[config.mk]
export PLATFORM = sky130hd
export DESIGN_NAME = base64_stream_decoder_unit_flat
export DESIGN_NICKNAME = d
export VERILOG_FILES = /design/src/design/b64d_pkg.sv /design/src/design/b64d_if.sv /design/src/design/b64d_front.sv /design/src/design/b64d_queue.sv /design/src/design/b64d_back.sv /design/src/design/base64_stream_decoder_unit.sv /design/src/flat_wrapper.sv
export SDC_FILE = /design/constraint.sdc
export NUM_CORES = 1
export LEC_CHECK = 0
export BUFFER_PORTS_ARGS = -buffer_cell sky130_fd_sc_hd__buf_2
export CAP_MARGIN = 20
export CELL_PAD_IN_SITES_DETAIL_PLACEMENT = 0
export CELL_PAD_IN_SITES_GLOBAL_PLACEMENT = 1
export CORE_MARGIN = 2
export CORE_UTILIZATION = 30
export CTS_CLUSTER_DIAMETER = 120
export DETAILED_ROUTE_END_ITERATION = 10
export PLACE_DENSITY = 0.49
export SKIP_LAST_GASP = 1
export SLEW_MARGIN = 15
export SYNTH_ARGS = -nofsm -noshare
export SYNTH_HDL_FRONTEND = slang
export SYNTH_SLANG_ARGS = --single-unit
export TNS_END_PERCENT = 1
[constraint.sdc]
create_clock -name i_clk -period 4.95 [get_ports i_clk]
set_input_delay 1.2375 -clock i_clk [delete_from_list [all_inputs] [get_ports i_clk]]
set_output_delay 1.2375 -clock i_clk [all_outputs]
set_load 0.005 [all_outputs]
[src/design/b64d_pkg.sv]
`timescale 1ns / 1ps
// ---------------------------------------------------------------------------
// b64d_pkg
// Types, codes and the character decoder shared by the Base64 decoder.
// ---------------------------------------------------------------------------
package b64d_pkg;

    localparam logic [1:0] ERR_NONE    = 2'd0;
    localparam logic [1:0] ERR_SINGLE  = 2'd1;
    localparam logic [1:0] ERR_BADCHAR = 2'd2;

    localparam logic [7:0] CH_UPPER_A = 8'h41;
    localparam logic [7:0] CH_UPPER_Z = 8'h5A;
    localparam logic [7:0] CH_LOWER_A = 8'h61;
    localparam logic [7:0] CH_LOWER_Z = 8'h7A;
    localparam logic [7:0] CH_DIGIT_0 = 8'h30;
    localparam logic [7:0] CH_DIGIT_9 = 8'h39;
    localparam logic [7:0] CH_PLUS    = 8'h2B;
    localparam logic [7:0] CH_SLASH   = 8'h2F;
    localparam logic [7:0] CH_PAD     = 8'h3D;

    localparam int QUEUE_DEPTH = 4;
    localparam int QUEUE_AW    = $clog2(QUEUE_DEPTH);

    typedef struct packed {
        logic       bad;
        logic       pad;
        logic [5:0] val;
    } t_sext;

    // One decoded group or error, released as 1 to 3 results
    typedef struct packed {
        logic [1:0]      count;
        logic [1:0]      err;
        logic [2:0][7:0] bytes;
    } t_job;

    function automatic t_sext decode_char(input logic [7:0] ch);
        t_sext s;
        s.bad = 1'b0;
        s.pad = 1'b0;
        s.val = '0;
        if (ch >= CH_UPPER_A && ch <= CH_UPPER_Z) begin
            s.val = 6'(ch - CH_UPPER_A);
        end else if (ch >= CH_LOWER_A && ch <= CH_LOWER_Z) begin
            s.val = 6'(ch - CH_LOWER_A + 8'd26);
        end else if (ch >= CH_DIGIT_0 && ch <= CH_DIGIT_9) begin
            s.val = 6'(ch - CH_DIGIT_0 + 8'd52);
        end else if (ch == CH_PLUS) begin
            s.val = 6'd62;
        end else if (ch == CH_SLASH) begin
            s.val = 6'd63;
        end else if (ch == CH_PAD) begin
            s.pad = 1'b1;
        end else begin
            s.bad = 1'b1;
        end
        return s;
    endfunction

endpackage

[src/design/b64d_if.sv]
`timescale 1ns / 1ps
// ---------------------------------------------------------------------------
// b64d stream interfaces
// Character input channel and byte result channel, valid/ready handshake.
// ---------------------------------------------------------------------------
interface b64d_in_if;
    logic       valid;
    logic       ready;
    logic       func;
    logic [7:0] char_code;

    modport source (output valid, output func, output char_code, input ready);
    modport sink   (input valid, input func, input char_code, output ready);
endinterface

interface b64d_out_if;
    logic       valid;
    logic       ready;
    logic [7:0] data_byte;
    logic       last;
    logic [1:0] error;

    modport source (output valid, output data_byte, output last, output error, input ready);
    modport sink   (input valid, input data_byte, input last, input error, output ready);
endinterface

[src/design/b64d_front.sv]
`timescale 1ns / 1ps
// ---------------------------------------------------------------------------
// b64d_front
// Accepts characters and flushes, tracks the group and queues decoded jobs.
// ---------------------------------------------------------------------------
module b64d_front (
    input  logic           i_clk,
    input  logic           i_rst_n,
    b64d_in_if.sink        i_in,
    output logic           o_push_valid,
    output b64d_pkg::t_job o_push_job,
    input  logic           i_push_ready
);

    logic [1:0] r_phase, n_phase;
    logic [5:0] r_a, r_b, r_c;
    logic       r_c_pad;
    logic       accept;
    logic       bad;
    logic       need_push;
    logic [5:0] c_use;
    b64d_pkg::t_sext sx;
    b64d_pkg::t_job  job;

    assign i_in.ready = i_push_ready;
    assign accept     = i_in.valid && i_push_ready;
    assign sx         = b64d_pkg::decode_char(i_in.char_code);

    // A padded third character decodes as zero, as does an absent one
    assign c_use = (r_phase == 2'd3) ? r_c : 6'd0;
    assign bad   = sx.bad || (sx.pad && r_phase < 2'd2)
                || (r_phase == 2'd3 && r_c_pad && !sx.pad);

    always_comb begin
        n_phase           = r_phase;
        need_push         = 1'b0;
        job.err           = b64d_pkg::ERR_NONE;
        job.count         = 2'd1;
        job.bytes[0]      = {r_a, r_b[5:4]};
        job.bytes[1]      = {r_b[3:0], c_use[5:2]};
        job.bytes[2]      = {c_use[1:0], sx.val};
        if (i_in.func) begin
            case (r_phase)
                2'd0: begin
                    need_push = 1'b0;
                end
                2'd1: begin
                    need_push = 1'b1;
                    job.err   = b64d_pkg::ERR_SINGLE;
                    job.bytes = '0;
                    n_phase   = 2'd0;
                end
                2'd2: begin
                    need_push = 1'b1;
                    n_phase   = 2'd0;
                end
                default: begin
                    need_push = 1'b1;
                    job.count = r_c_pad ? 2'd1 : 2'd2;
                    n_phase   = 2'd0;
                end
            endcase
        end else if (bad) begin
            // drop the character, keep the group
            need_push = 1'b1;
            job.err   = b64d_pkg::ERR_BADCHAR;
            job.bytes = '0;
        end else if (r_phase != 2'd3) begin
            n_phase = r_phase + 2'd1;
        end else begin
            need_push = 1'b1;
            job.count = sx.pad ? (r_c_pad ? 2'd1 : 2'd2) : 2'd3;
            n_phase   = 2'd0;
        end
    end

    assign o_push_valid = i_in.valid && need_push;
    assign o_push_job   = job;

    always_ff @(posedge i_clk) begin
        if (!i_rst_n) begin
            r_phase <= 2'd0;
        end else if (accept) begin
            r_phase <= n_phase;
        end
    end

    always_ff @(posedge i_clk) begin
        if (accept && !i_in.func && !bad) begin
            case (r_phase)
                2'd0: r_a <= sx.val;
                2'd1: r_b <= sx.val;
                2'd2: begin
                    r_c     <= sx.val;
                    r_c_pad <= sx.pad;
                end
                default: ;
            endcase
        end
    end

endmodule

[src/design/b64d_queue.sv]
`timescale 1ns / 1ps
// ---------------------------------------------------------------------------
// b64d_queue
// Short job queue that decouples the front from the result stage.
// ---------------------------------------------------------------------------
module b64d_queue (
    input  logic           i_clk,
    input  logic           i_rst_n,
    input  logic           i_push_valid,
    input  b64d_pkg::t_job i_push_job,
    output logic           o_push_ready,
    output logic           o_pop_valid,
    output b64d_pkg::t_job o_pop_job,
    input  logic           i_pop_ready
);

    b64d_pkg::t_job r_mem [b64d_pkg::QUEUE_DEPTH];
    logic [b64d_pkg::QUEUE_AW-1:0] r_wptr, r_rptr;
    logic [b64d_pkg::QUEUE_AW:0]   r_count;
    logic push, pop;

    assign o_push_ready = (r_count != (b64d_pkg::QUEUE_AW+1)'(b64d_pkg::QUEUE_DEPTH));
    assign o_pop_valid  = (r_count != '0);
    assign o_pop_job    = r_mem[r_rptr];
    assign push         = i_push_valid && o_push_ready;
    assign pop          = o_pop_valid && i_pop_ready;

    always_ff @(posedge i_clk) begin
        if (!i_rst_n) begin
            r_wptr  <= '0;
            r_rptr  <= '0;
            r_count <= '0;
        end else begin
            if (push) begin
                r_wptr <= r_wptr + 1'b1;
            end
            if (pop) begin
                r_rptr <= r_rptr + 1'b1;
            end
            if (push && !pop) begin
                r_count <= r_count + 1'b1;
            end else if (pop && !push) begin
                r_count <= r_count - 1'b1;
            end
        end
    end

    always_ff @(posedge i_clk) begin
        if (push) begin
            r_mem[r_wptr] <= i_push_job;
        end
    end

endmodule

[src/design/b64d_back.sv]
`timescale 1ns / 1ps
// ---------------------------------------------------------------------------
// b64d_back
// Result stage: takes one job at a time and sends its results one a cycle while the output is ready.
// ---------------------------------------------------------------------------
module b64d_back (
    input  logic           i_clk,
    input  logic           i_rst_n,
    input  logic           i_pop_valid,
    input  b64d_pkg::t_job i_pop_job,
    output logic           o_pop_ready,
    b64d_out_if.source     o_out
);

    logic           r_busy;
    b64d_pkg::t_job r_job;
    logic [1:0]     r_idx;
    logic           is_last, take, load;

    assign is_last = (r_idx == 2'(r_job.count - 2'd1));
    assign take    = r_busy && o_out.ready;
    assign load    = !r_busy || (take && is_last);

    assign o_pop_ready = load;
    assign o_out.valid = r_busy;
    assign o_out.last  = is_last;
    assign o_out.error = r_job.err;

    always_comb begin
        case (r_idx)
            2'd0:    o_out.data_byte = r_job.bytes[0];
            2'd1:    o_out.data_byte = r_job.bytes[1];
            default: o_out.data_byte = r_job.bytes[2];
        endcase
    end

    always_ff @(posedge i_clk) begin
        if (!i_rst_n) begin
            r_busy <= 1'b0;
            r_idx  <= 2'd0;
        end else if (load) begin
            r_busy <= i_pop_valid;
            r_idx  <= 2'd0;
        end else if (take) begin
            r_idx <= r_idx + 2'd1;
        end
    end

    always_ff @(posedge i_clk) begin
        if (load) begin
            r_job <= i_pop_job;
        end
    end

endmodule

[src/design/base64_stream_decoder_unit.sv]
`timescale 1ns / 1ps
// ---------------------------------------------------------------------------
// base64_stream_decoder_unit
// Streaming Base64 (standard alphabet) decoder, one character per transaction.
// ---------------------------------------------------------------------------
// A character or flush transaction is taken every cycle while the four-entry
// job queue has room. Each fourth character of a group, a bad character or a
// flush mid-group queues one job; the result stage sends its 1 to 3 results
// one per cycle unless stalled, each job passing a queue entry and the result
// register. A full group gives three results per four characters, so the
// single result port keeps pace with one character per cycle; back-pressure
// on the result side fills the queue and then holds off input.
module base64_stream_decoder_unit (
    input  logic       i_clk,
    input  logic       i_rst_n,
    b64d_in_if.sink    i_in,
    b64d_out_if.source o_out
);

    logic           push_valid, push_ready;
    logic           pop_valid, pop_ready;
    b64d_pkg::t_job push_job, pop_job;

    b64d_front u_front (
        .i_clk        (i_clk),
        .i_rst_n      (i_rst_n),
        .i_in         (i_in),
        .o_push_valid (push_valid),
        .o_push_job   (push_job),
        .i_push_ready (push_ready)
    );

    b64d_queue u_queue (
        .i_clk        (i_clk),
        .i_rst_n      (i_rst_n),
        .i_push_valid (push_valid),
        .i_push_job   (push_job),
        .o_push_ready (push_ready),
        .o_pop_valid  (pop_valid),
        .o_pop_job    (pop_job),
        .i_pop_ready  (pop_ready)
    );

    b64d_back u_back (
        .i_clk       (i_clk),
        .i_rst_n     (i_rst_n),
        .i_pop_valid (pop_valid),
        .i_pop_job   (pop_job),
        .o_pop_ready (pop_ready),
        .o_out       (o_out)
    );

endmodule

[src/flat_wrapper.sv]
// flat-port wrapper written by rule: the top's interface ports become plain ports
module base64_stream_decoder_unit_flat 
  (i_clk, i_rst_n, i_in_valid, i_in_func, i_in_char_code, i_in_ready, o_out_valid, o_out_data_byte, o_out_last, o_out_error, o_out_ready);
  b64d_in_if i_in_i ();
  b64d_out_if o_out_i ();
  input  logic i_clk;
  input  logic i_rst_n;
  input wire logic [$bits(i_in_i.valid)-1:0] i_in_valid;
  input wire logic [$bits(i_in_i.func)-1:0] i_in_func;
  input wire logic [$bits(i_in_i.char_code)-1:0] i_in_char_code;
  output wire logic [$bits(i_in_i.ready)-1:0] i_in_ready;
  output wire logic [$bits(o_out_i.valid)-1:0] o_out_valid;
  output wire logic [$bits(o_out_i.data_byte)-1:0] o_out_data_byte;
  output wire logic [$bits(o_out_i.last)-1:0] o_out_last;
  output wire logic [$bits(o_out_i.error)-1:0] o_out_error;
  input wire logic [$bits(o_out_i.ready)-1:0] o_out_ready;
  assign i_in_i.valid = i_in_valid;
  assign i_in_i.func = i_in_func;
  assign i_in_i.char_code = i_in_char_code;
  assign i_in_ready = i_in_i.ready;
  assign o_out_valid = o_out_i.valid;
  assign o_out_data_byte = o_out_i.data_byte;
  assign o_out_last = o_out_i.last;
  assign o_out_error = o_out_i.error;
  assign o_out_i.ready = o_out_ready;
  base64_stream_decoder_unit u_core (.i_clk(i_clk), .i_rst_n(i_rst_n), .i_in(i_in_i), .o_out(o_out_i));
endmodule
; After elaboration in Yosys (flattened, before gate mapping)
; Memories as Yosys holds them, arrays and structs flattened. A register that Yosys moved wholly into a read port is not among the register bits.
; Cells that the tools add are included.
[word_totals]
ram_bits = 112
output_inout_bits = 13
wordCells = 112
memories = 1
input_bits = 13
register_bits = 31
[op_classes]
n_reduce_logical = 35
bitwise = 1
mux = 34
order_cmp = 7
eq_ne = 12
addsub = 12
[memory_table]
columns = name, words, width, rd, rd_clocked_by_memory_dff, wr, line_no
row1 = u_core.u_queue.r_mem, 4, 28, 1, 1, 1, b64d_queue.sv:17  ; b64d_pkg::t_job r_mem [b64d_pkg::QUEUE_DEPTH];
[ops]
columns = op, n
row1 = two-way mux 6 bit, 6
row2 = two-way mux 2 bit, 14
row3 = two-way mux 28 bit, 1
row4 = two-way mux 26 bit, 1
row5 = two-way mux 25 bit, 1
row6 = "== test 8 x 6 -> 1 bit, second input constant", 3
row7 = ">= comparator 8 x 7 -> 1 bit, second input constant", 2
row8 = "less-or-equal comparator 8 x 7 -> 1 bit, second input constant", 2
row9 = logical AND 1 bit, 16
row10 = case mux 8 bit (2 select lines), 1
row11 = "subtractor 6 bit, second input constant", 2
row12 = "adder 2 x 1 -> 2 bit, second input constant", 4
row13 = ">= comparator 8 x 6 -> 1 bit, second input constant", 1
row14 = "less-or-equal comparator 8 x 6 -> 1 bit, second input constant", 1
row15 = two-way mux 1 bit, 8
row16 = "adder 6 x 5 -> 6 bit, second input constant", 1
row17 = "adder 6 bit, second input constant", 1
row18 = logical NOT 1 bit, 6
row19 = two-way mux 3 bit, 2
row20 = "inequality test 2 bit, second input constant", 3
row21 = AND reduction 2 bit, 3
row22 = "subtractor 6 x 1 -> 6 bit, second input constant", 1
row23 = "== test 2 x 1 -> 1 bit, second input constant", 2
row24 = "== test 2 bit, second input constant", 2
row25 = other kinds (14), 17

; Longest topological paths before layout
; Gate-level depths: netlist of the first run.
[logic_depth]
word_depth = 18
mapped_depth = 16
mapped_depth_nobuf = 13

; Cells and area by module
; A second synthesis of the first run with hierarchy kept.
[unflattened]
hier_cells = 447
hier_area_um2 = 7485.9
[by_module_without_submodules]
columns = mod, cells_each, seq_area_each_um2, instances, area_per_inst_um2
row1 = b64d_queue, 194, 3543.4, 1, 4585.6
row2 = b64d_front, 174, 610.6, 1, 1706.6
row3 = b64d_back, 79, 900.9, 1, 1193.6

; Worst setup path before layout of the first run
; OpenSTA, ideal clock, no wires.
[synth_path]
path_type = in2reg
startpoint = input port o_out_ready
endpoint = register u_core.u_queue.r_count[2] in the netlist's numbering
t_required_ns = 4.874
setup_ns = 0.076
stages = 9
t_arrival_ns = 4.832
slack_ns = 0.042
n_path_buf = 0
cell_sequence = inv_1 -> o21ai_0 -> nand2_1 -> ha_1 -> inv_1 -> fa_1 -> xor2_1 -> or3_1 -> a21boi_0
[synth_via]
elab_chain_len = 7
word_cells_on_any_way = 9
cone_classes = 1 x mux / 8 x reduce/logical
[synth_rtl]
columns = element, line_no
row1 = "start, declared", flat_wrapper.sv:16  ; input wire logic [$bits(o_out_i.ready)-1:0] o_out_ready;
row2 = logical AND 1 bit *, b64d_back.sv:21  ; assign take = r_busy && o_out.ready;
row3 = logical AND 1 bit *, b64d_back.sv:22  ; assign load = !r_busy || (take && is_last);
row4 = logical OR 1 bit *, b64d_back.sv:22
row5 = via u_core.pop_ready, base64_stream_decoder_unit.sv:21  ; logic pop_valid, pop_ready;
row6 = logical AND 1 bit *, b64d_queue.sv:26  ; assign pop = o_pop_valid && i_pop_ready;
row7 = logical NOT 1 bit, b64d_queue.sv:40  ; if (push && !pop) begin
row8 = logical AND 1 bit, b64d_queue.sv:40
row9 = two-way mux 3 bit / nonzero test 2 bit (equally long branches), n/a
row10 = "end signal, assigned", b64d_queue.sv:41  ; r_count <= r_count + 1'b1;
row11 = "end signal, assigned", b64d_queue.sv:43  ; r_count <= r_count - 1'b1;
row12 = "end, declared", b64d_queue.sv:19  ; logic [b64d_pkg::QUEUE_AW:0] r_count;
; Mark *: on every way through the listed nets, which the timed path passes. The rest lies on a longest branch.
; A chain may end at the register's enable or synchronous reset.

; Final worst setup path of the first run
[layout_path]
startpoint = input port i_in_char_code[2]
endpoint = register u_core.u_queue.r_count[2] in the netlist's numbering
[layout_via]
elab_chain_len = 17
word_cells_on_any_way = 33
cone_classes = 6 x order compare / 3 x eq/ne / 10 x mux / 14 x reduce/logical
[layout_rtl]
columns = element, line_no
row1 = "start, declared", flat_wrapper.sv:10  ; input wire logic [$bits(i_in_i.char_code)-1:0] i_in_char_code;
row2 = == test 8 x 6 -> 1 bit, b64d_pkg.sv:53  ; end else if (ch == CH_PAD) begin
row3 = two-way mux 1 bit, b64d_pkg.sv:53
row4 = two-way mux 2 bit, b64d_pkg.sv:51  ; end else if (ch == CH_SLASH) begin
row5 = two-way mux 2 bit, b64d_pkg.sv:49  ; end else if (ch == CH_PLUS) begin
row6 = two-way mux 2 bit, b64d_pkg.sv:47  ; end else if (ch >= CH_DIGIT_0 && ch <= CH_DIGIT_9) begin
row7 = two-way mux 2 bit, b64d_pkg.sv:45  ; end else if (ch >= CH_LOWER_A && ch <= CH_LOWER_Z) begin
row8 = two-way mux 2 bit *, b64d_pkg.sv:43  ; if (ch >= CH_UPPER_A && ch <= CH_UPPER_Z) begin
row9 = logical AND 1 bit / logical NOT 1 bit (equally long branches), "b64d_front.sv:31, b64d_front.sv:32"
row10 = logical OR 1 bit / logical AND 1 bit (equally long branches), "b64d_front.sv:31, b64d_front.sv:32"
row11 = logical OR 1 bit *, b64d_front.sv:32  ; || (r_phase == 2'd3 && r_c_pad && !sx.pad);
row12 = two-way mux 1 bit *, b64d_front.sv:63  ; end else if (bad) begin
row13 = two-way mux 1 bit *, b64d_front.sv:42  ; if (i_in.func) begin
row14 = logical AND 1 bit *, b64d_front.sv:77  ; assign o_push_valid = i_in.valid && need_push;
row15 = logical AND 1 bit *, b64d_queue.sv:25  ; assign push = i_push_valid && o_push_ready;
row16 = logical NOT 1 bit, b64d_queue.sv:42  ; end else if (pop && !push) begin
row17 = logical AND 1 bit, b64d_queue.sv:42
row18 = nonzero test 2 bit (no line), n/a
; Every way passes the cells marked *; elsewhere a longest branch is shown, timed or not.

==> results.sh, run 1 <==
export IMPL_core_area_mm2=0.0235
export IMPL_place_congestion=0.801
export IMPL_vias=3715
export IMPL_p_total_mw=3.84
export IMPL_cts_buffer_depth=2
export IMPL_period_needed_ns=4.01
export IMPL_synth_xor_area_frac=0.0121
export IMPL_synth_edf_count=159
export IMPL_start_kind="input port"
export IMPL_ys_types=56
export IMPL_cp_max_fo=10
export IMPL_htree_levels=4
export IMPL_syn_avg_cell_area_um2=16.5
export IMPL_dr_pass1_iters=4
export IMPL_maxSlewHeadroom=0.405
export IMPL_mostFrequentLayoutCells="edfxtp_1 (159), nand2_1 (33), and2_1 (29), mux4_2 (28), buf_2 (25)"
export IMPL_muxShareOfSynthArea=0.0928
export IMPL_layout_commonest_cell="edfxtp_1"
export IMPL_wl_met3_um=312
export IMPL_row_count=56
export IMPL_gr_usage_all_layers=0.119
export IMPL_via_per_inst=4.63
export IMPL_antenna_found_initial=0
export IMPL_grt_pass1_vias=3812
export IMPL_synthSimpleGateAreaFrac=0.0857
export IMPL_p_sw_mw=1.04
export IMPL_setup_viol=0
export IMPL_yosys_warnings=0
export IMPL_final_nets=504
export IMPL_outcome="finished clean"
export IMPL_path_clk_slew_ns=0.07
export IMPL_power_frac_seq=0.498
export IMPL_highest_layer="met4"
export IMPL_synth_compound_area_frac=0.0570
export IMPL_peakVddDrop_v=0.000172
export IMPL_met2_wirelength_um=7130
export IMPL_ctsHoldBuffers=0
export IMPL_crit_slowest_cell="fa_1"
export IMPL_cp_slowest_stage_delay_ns=0.42
export IMPL_detail_route_antenna_nets=0
export IMPL_place_hpwl_um=8870
export IMPL_numClockSinks=171
export IMPL_io_buffer_count=25
export IMPL_clk_latency_ns=0.42
export IMPL_end_kind="register"
export IMPL_pwr_density_cell_mw_per_mm2=463
export IMPL_insertedDiodeCount=0
export IMPL_wl_per_cell_um=17.9
export IMPL_crit_arrival_ns=4.36
export IMPL_cp_top_family="compound AO/OA/AOI/OAI gates"
export IMPL_num_io_pins=26
export IMPL_die_x_um=159
export IMPL_finClkSkew_ns=0.00741
export IMPL_rsz0062_at_grt="false"
export IMPL_holdCritPathClass="reg2reg"
export IMPL_cts_setup_buffers=0
export IMPL_crit_type="in2reg"
export IMPL_ys_async_sr_fraction=0
export IMPL_start_util=0.307
export IMPL_fin_crit_sh=0.810
export IMPL_area_delta_synth_final_pct=14.7
export IMPL_finalHoldViolCount=0
export IMPL_grt_pass1_wl_um=22600
export IMPL_worst_pin_slew_ns=0.893
export IMPL_syn_num_nets=472
export IMPL_p_leak_nw=2.83
export IMPL_die_area_mm2=0.0253
export IMPL_yosysSeqAreaShare=0.694
export IMPL_gr_total_overflow=0
export IMPL_cts_tree="yes"
export IMPL_drive_above_1_share=0.215
export IMPL_netlist_area_mm2=0.00723
export IMPL_clockPowerShare=0.331
export IMPL_synthCells=438
export IMPL_required_ns=5.30
export IMPL_drv_cap=0
export IMPL_cts_buffers=17
export IMPL_cts_resized=0
export IMPL_setup_tns_ns=0
export IMPL_synth_fa_ha_area_frac=0.0374
export IMPL_worstPathCellList="buf_2 > inv_1 > ha_1 > a21bo_1 > o211ai_1 > or2_1 > and3_4 > o31a_1 > ha_1 > inv_1 > fa_1 > xor2_1 > or3_1 > a21boi_0"
export IMPL_synth_seq_cells=171
export IMPL_rrSetupSlack_ns=2.05
export IMPL_drv_slew=0
export IMPL_critPathBufInv=3
export IMPL_synth_top_family_by_area="multiplexers"
export IMPL_timing_fmax_ghz=0.249
export IMPL_ctsRootBufferMaster="clkbuf_16"
export IMPL_post_route_drc_count=0
export IMPL_grt_max_degree=32
export IMPL_synthFlopType="edfxtp_1"
export IMPL_power_frac_comb=0.171
export IMPL_initialDrtViolationCount=255
export IMPL_internal_power_mw=2.80
export IMPL_drt_met1_wl_um=6780
export IMPL_wl_um=14400
export IMPL_netSwitchingFraction=0.270
export IMPL_die_height_um=159
[per-layer routing]
metal | track usage | vias to the layer above
met3 | 0.0281 | 13
met2 | 0.192 | 53
met5 | 0 | -
li1 | - | 1760
met1 | 0.160 | 1889
met4 | 0.0347 | 0
[area by class of cell]
class / count / area, um^2
fill: 2313 / 15300
timing repair buffer: 33 / 185
tap: 319 / 399
inverter: 14 / 52.6
sequential: 171 / 5020
multi-input combinational: 233 / 2060
clock buffer: 17 / 425
clock inverter: 15 / 148
[Yosys cell counts, types with 2 or more instances]
master	number	area, um^2
dfxtp_1	12	240
and2_1	29	181
a22oi_1	10	75.1
edfxtp_1	159	4770
xnor2_1	6	52.6
a21oi_1	13	65.1
mux2i_1	4	40.0
buf_2	4	20.0
inv_1	14	52.6
nor3_1	5	25.0
nor2_1	9	33.8
ha_1	20	250
mux4_2	28	631
nor2b_1	5	31.3
nand2b_1	3	18.8
clkbuf_1	8	30.0
a32o_1	2	20.0
xor2_1	4	35.0
a31oi_1	5	31.3
a21boi_0	3	22.5
and3_1	8	50.1
or3_1	2	12.5
nand2_1	33	124
buf_4	3	22.5
o31a_1	3	26.3
buf_1	3	11.3
nand3_1	6	30.0
o21ai_0	6	30.0
a21o_1	2	15.0
nor4_2	2	25.0
o211ai_1	2	15.0
[through the flow]
stage               setup slack [ns]  std cells  utilization  area [um^2]  hold slack (ns)
detailed placement             0.515        770        0.328         7720            0.489
floorplan                     0.0421        438            -         7230            0.454
finish                         0.941        802        0.352         8290            0.492
global route                   0.731        802        0.352         8290            0.540
global placement               0.587        770        0.328         7720            0.475
CTS                            0.952        802        0.352         8290            0.499
[cells by family after synthesis]
family	Yosys count
mux	32
xor+xnor	10
buf+inv	34
compound gates	58
flops	171
simple gates	112
fa+ha+maj	21
[final timing paths]
kind	start	end	depth (start not counted)
max	i_in_char_code[2]	u_core.u_queue.r_count[2]	14
min	u_core.u_back.o_out.valid	u_core.u_back.r_idx[0]	2
max reg2reg	u_core.u_back.r_job[27]	u_core.u_queue.r_count[2]	11
min reg2reg	u_core.u_back.o_out.valid	u_core.u_back.r_idx[0]	2
[power by group through the flow]
stage          Clock [mW]  Combinational [mW]  Sequential (mW)
4_1_cts              1.31               0.681             1.92
3_5_place_dp            0               0.681             1.95
6_report             1.27               0.657             1.91
5_1_grt              1.37               0.743             1.94
3_3_place_gp            0               0.675             1.94
2_1_floorplan           0               0.496             1.90
[sequential cells by signal, summed over array words and instances (netlist names), 3 cells and up]
name and cells:
u_core.u_queue.r_mem 112, u_core.u_back.r_job 26, u_core.u_front.r_a 6, u_core.u_front.r_b 6, u_core.u_front.r_c 6, u_core.u_queue.r_count 3
[worst register-to-register path, delay by kind of cell, from the launching register on]
kind	cells	cell delay, ns
AO/OA/AOI/OAI	2	0.23
adder cells (fa/ha/maj)	2	0.62
AND/OR/NAND/NOR	2	0.49
flip-flops	1	0.38
buffers and inverters	2	0.35
XOR/XNOR	2	0.36
multiplexers	1	0.40
Power figures use the tool's default switching activity.
==> run 2: changes to the inputs <==
clock period = 3.5 ns   (was 4.95 ns; I/O delays follow)
==> run 2 against run 1 <==
Clock skew increased by 0.0030 ns. Total power rose by 40%. Non-clock buffer count increased by 19. Routed wire length up 1.9%.
==> results.sh, run 2 (synthesis results as in run 1) <==
export IMPL_grt_pass1_wl_um=23200
export IMPL_dr_pass1_iters=4
export IMPL_largest_register_ffs=112
export IMPL_rsz0062_at_grt="false"
export IMPL_wl_per_cell_um=17.9
export IMPL_crit_type="in2reg"
export IMPL_place_area_mm2=0.00799
export IMPL_core_area_mm2=0.0235
export IMPL_area_delta_synth_final_pct=17.8
export IMPL_pwr_density_cell_mw_per_mm2=631
export IMPL_gr_total_overflow=0
export IMPL_finalHoldViolCount=0
export IMPL_vias=3758
export IMPL_io_buffer_count=25
export IMPL_wl_um=14700
export IMPL_end_kind="register"
export IMPL_mostFrequentLayoutCells="edfxtp_1 (159), nand2_1 (33), and2_1 (29), mux4_2 (28), buf_2 (25)"
export IMPL_cts_buffers=17
export IMPL_fin_crit_sh=0.914
export IMPL_row_count=56
export IMPL_final_nets=523
export IMPL_finClkSkew_ns=0.0104
export IMPL_cp_slowest_stage_delay_ns=0.53
export IMPL_gr_usage_all_layers=0.121
export IMPL_cts_setup_buffers=0
export IMPL_setup_viol=0
export IMPL_cp_max_fo=6
export IMPL_period_needed_ns=3.20
export IMPL_die_area_mm2=0.0253
export IMPL_die_x_um=159
export IMPL_antenna_found_initial=0
export IMPL_die_height_um=159
export IMPL_clk_latency_ns=0.42
export IMPL_drive_above_1_share=0.247
export IMPL_start_kind="input port"
export IMPL_cts_resized=0
export IMPL_p_total_mw=5.38
export IMPL_num_io_pins=26
export IMPL_place_hpwl_um=9260
export IMPL_drv_slew=0
export IMPL_grt_max_degree=31
export IMPL_outcome="finished clean"
export IMPL_ctsRootBufferMaster="clkbuf_16"
export IMPL_initialDrtViolationCount=203
export IMPL_grt_pass1_vias=3912
export IMPL_timing_fmax_ghz=0.312
export IMPL_start_util=0.307
export IMPL_drv_cap=0
export IMPL_largest_register="u_core.u_queue.r_mem"
export IMPL_path_clk_slew_ns=0.07
export IMPL_crit_arrival_ns=3.55
export IMPL_crit_slowest_cell="nor4_2"
export IMPL_place_congestion=0.854
export IMPL_postLayoutCellArea_mm2=0.00852
export IMPL_htree_levels=4
export IMPL_insertedDiodeCount=0
export IMPL_p_leak_nw=2.93
export IMPL_ctsHoldBuffers=0
export IMPL_post_route_drc_count=0
export IMPL_required_ns=3.85
export IMPL_worstPathCellList="buf_2 > ha_1 > nand2b_1 > nor4_2 > a31oi_1 > and3_4 > o31a_1 > ha_4 > inv_1 > fa_2 > xor2_1 > or3_1 > a21boi_1"
export IMPL_numClockSinks=171
export IMPL_detail_route_antenna_nets=0
export IMPL_maxSlewHeadroom=0.404
export IMPL_cts_tree="yes"
export IMPL_cts_buffer_depth=2
export IMPL_layout_commonest_cell="edfxtp_1"
export IMPL_holdCritPathClass="reg2reg"
export IMPL_worst_pin_slew_ns=0.894
export IMPL_via_per_inst=4.58
export IMPL_fill_cells=2282
export IMPL_peakVddDrop_v=0.000252
export IMPL_largest_registers="u_core.u_queue.r_mem: 112 flops, u_core.u_back.r_job: 26 flops"
-- run 2: changes by cell type in the layout (fill, tap and decap cells not counted), sizes merged --
cell	before	now
buf	33	52
clkinvlp	3	4
inv	24	17
clkinv	2	6
clkbuf	17	19
-- run 2: layer usage --
layer  up-vias  routed length [um]  track usage  part of all wire
met5         -                   0            0                 0
met4         0                 159       0.0409             0.011
met3         9                 259       0.0234             0.018
met2        36                7260        0.202              0.50
met1      1914                6980        0.159              0.48
li1       1799                   -            -                 -
-- run 2: final timing paths --
check	from	to	slack (ns)	cells past startpoint
max	i_in_char_code[0]	u_core.u_queue.r_count[2]	0.30	13
min	u_core.u_back.r_idx[1]	u_core.u_back.r_idx[1]	0.48	2
max reg2reg	u_core.u_back.r_job[27]	u_core.u_queue.r_count[2]	1.09	10
min reg2reg	u_core.u_back.r_idx[1]	u_core.u_back.r_idx[1]	0.48	2
-- run 2: cell type report --
cell class                 instances  area (um^2)  share of cell area
sequential                       171         5020               0.589
multi-input combinational        233         2090               0.245
clock buffer                      19          433              0.0508
timing repair buffer              52          428              0.0502
tap                              319          399              0.0469
clock inverter                    13         96.3              0.0113
inverter                          14         52.6             0.00617
-- run 2: power breakdown --
part | total (mW) | internal [mW] | leakage, nW | switching (mW)
sequential | 2.72 | 2.57 | 1.62 | 0.148
clock | 1.68 | 0.913 | 0.251 | 0.768
combinational | 0.979 | 0.487 | 1.05 | 0.492
total | 5.38 | 3.97 | 2.93 | 1.41
-- run 2: metrics by stage --
step	TNS (ns)	utilization	hold WS (ns)	setup WS, ns	instances
global route	0	0.362	0.530	0.148	821
finish	0	0.362	0.484	0.299	821
floorplan	0	-	0.454	0.0513	438
detailed placement	-0.208	0.339	0.483	-0.122	789
global placement	-0.210	0.339	0.473	-0.112	789
CTS	0	0.362	0.492	0.326	821
-- run 2: critical path: cells and delay by family --
kind / cells / cell delay (ns)
AND/OR/NAND/NOR: 4 / 1.18
adder cells (fa/ha/maj): 3 / 0.65
AO/OA/AOI/OAI: 3 / 0.57
buffers and inverters: 2 / 0.20
XOR/XNOR: 1 / 0.07
==> run 3: changes to the inputs <==
BUFFER_PORTS_ARGS = -buffer_cell sky130_fd_sc_hd__buf_4   (was -buffer_cell sky130_fd_sc_hd__buf_2)
CORE_MARGIN = 8   (was 2)
==> run 3 against run 2 <==
Flip-flop and latch count stayed put. Sequential share of layout area is 0.41 points lower. Routed wire length is 0.97% higher. First-iteration DRC count is 9.9% lower. Clock-buffer cell count is 1 lower. Clock power is 4% higher. Setup slack better by 0.15 ns. Register-to-register slack worse by 0.03 ns. Largest cell class unchanged.
==> results.sh, run 3 (synthesis results as in run 1) <==
export IMPL_cts_tree="yes"
export IMPL_setup_viol=0
export IMPL_numClockSinks=171
export IMPL_period_needed_ns=3.05
export IMPL_grt_max_degree=31
export IMPL_post_route_drc_count=0
export IMPL_cts_buffer_depth=2
export IMPL_insertedDiodeCount=0
export IMPL_netSwitchingFraction=0.267
export IMPL_p_leak_nw=2.95
export IMPL_end_kind="register"
export IMPL_worstPathCellList="buf_4 > inv_1 > ha_4 > nor2b_1 > o21bai_1 > a31oi_1 > and3_4 > o31a_1 > ha_4 > inv_1 > fa_2 > xor2_1 > or3_1 > a21boi_1"
export IMPL_cp_slowest_stage_delay_ns=0.33
export IMPL_largest_register="u_core.u_queue.r_mem"
export IMPL_area_delta_synth_final_pct=18.7
export IMPL_cts_setup_buffers=0
export IMPL_setup_tns_ns=0
export IMPL_largest_register_ffs=112
export IMPL_die_x_um=171
export IMPL_power_frac_comb=0.182
export IMPL_cts_resized=0
export IMPL_layout_commonest_cell="edfxtp_1"
export IMPL_via_per_inst=4.59
export IMPL_finalCoreUtilization=0.358
export IMPL_num_io_pins=26
export IMPL_wl_um=14800
export IMPL_final_nets=520
export IMPL_mostFrequentLayoutCells="edfxtp_1 (159), buf_4 (41), nand2_1 (33), and2_1 (29), mux4_2 (28)"
export IMPL_power_frac_seq=0.502
export IMPL_pwr_density_cell_mw_per_mm2=641
export IMPL_worst_pin_slew_ns=0.902
export IMPL_clockPowerShare=0.316
export IMPL_crit_type="in2reg"
export IMPL_rsz0062_at_grt="false"
export IMPL_finClkSkew_ns=0.00989
export IMPL_vias=3775
export IMPL_fin_crit_sh=0.872
export IMPL_die_area_mm2=0.0293
export IMPL_io_buffer_count=25
export IMPL_ctsRootBufferMaster="clkbuf_16"
export IMPL_die_height_um=171
export IMPL_place_hpwl_um=9380
export IMPL_drv_cap=0
export IMPL_crit_arrival_ns=3.41
export IMPL_fill_cells=2343
export IMPL_row_count=57
export IMPL_wl_per_cell_um=18.0
export IMPL_drive_above_1_share=0.242
export IMPL_drv_slew=0
export IMPL_p_sw_mw=1.47
export IMPL_dr_pass1_iters=6
export IMPL_antenna_found_initial=0
export IMPL_holdCritPathClass="reg2reg"
export IMPL_internal_power_mw=4.03
export IMPL_required_ns=3.86
export IMPL_finalHoldViolCount=0
export IMPL_cts_buffers=17
export IMPL_outcome="finished clean"
export IMPL_gr_total_overflow=0
export IMPL_peakVddDrop_v=0.000241
export IMPL_maxSlewHeadroom=0.399
export IMPL_path_clk_slew_ns=0.07
export IMPL_clk_latency_ns=0.42
export IMPL_largest_registers="u_core.u_queue.r_mem: 112 flops, u_core.u_back.r_job: 26 flops"
export IMPL_grt_pass1_vias=4044
export IMPL_start_util=0.302
export IMPL_cp_max_fo=8
export IMPL_timing_fmax_ghz=0.328
export IMPL_place_congestion=0.834
export IMPL_core_area_mm2=0.0240
export IMPL_ctsHoldBuffers=0
export IMPL_initialDrtViolationCount=183
export IMPL_gr_usage_all_layers=0.108
export IMPL_detail_route_antenna_nets=0
export IMPL_crit_slowest_cell="fa_2"
export IMPL_grt_pass1_wl_um=23500
export IMPL_start_kind="input port"
export IMPL_hold_ws_ns=0.500
export IMPL_htree_levels=4
run 3: layout make-up:
cell class	count	area, um^2	area share
well taps	324	405	0.0473
repair buffers	49	468	0.0546
multi-input cells	233	2090	0.244
clock buffers	18	429	0.0500
inverters	14	52.6	0.00613
clock inverters	14	114	0.0133
flip-flops and latches	171	5020	0.585
run 3: worst paths after layout:
path	start	to	slack, ns	cells past startpoint
worst max-delay path	i_in_char_code[2]	u_core.u_queue.r_count[2]	0.45	14
worst min register to register	u_core.u_queue.r_wptr[1]	u_core.u_queue.r_wptr[1]	0.50	2
worst min-delay path	u_core.u_queue.r_wptr[1]	u_core.u_queue.r_wptr[1]	0.50	2
worst max register to register	u_core.u_back.r_job[27]	u_core.u_queue.r_count[2]	1.06	10
run 3: power by group through the flow:
stage | Combinational, mW | Sequential, mW | Clock [mW]
after detailed placement | 1.04 | 2.82 | 0
after CTS | 1.04 | 2.77 | 1.78
after global routing | 1.11 | 2.80 | 1.86
final | 0.999 | 2.76 | 1.74
after global placement | 1.03 | 2.81 | 0
after floorplan | 0.722 | 2.68 | 0
run 3: through the flow:
step	worst slack [ns]	total power [mW]	std cells	cell area (um^2)
finish	0.447	5.50	823	8580
global route	0.276	5.77	823	8580
CTS	0.450	5.59	823	8580
detailed placement	0.00189	3.85	791	8030
global placement	0.0606	3.84	791	8030
floorplan	0.0513	3.40	438	7270
run 3: layer usage:
layer / up-vias / GRT usage / wire length (um)
met5: - / 0 / 0
met3: 9 / 0.0257 / 362
li1: 1793 / - / -
met1: 1918 / 0.135 / 6810
met4: 0 / 0.0367 / 149
met2: 55 / 0.181 / 7490
run 3: critical path: cells and delay by family:
family | cells | cell delay (ns)
and+or+nand+nor | 3 | 0.70
adders and majority gates | 3 | 0.69
AOI/OAI and AO/OA | 4 | 0.66
buffers and inverters | 3 | 0.31
xor gates and xnor gates | 1 | 0.17
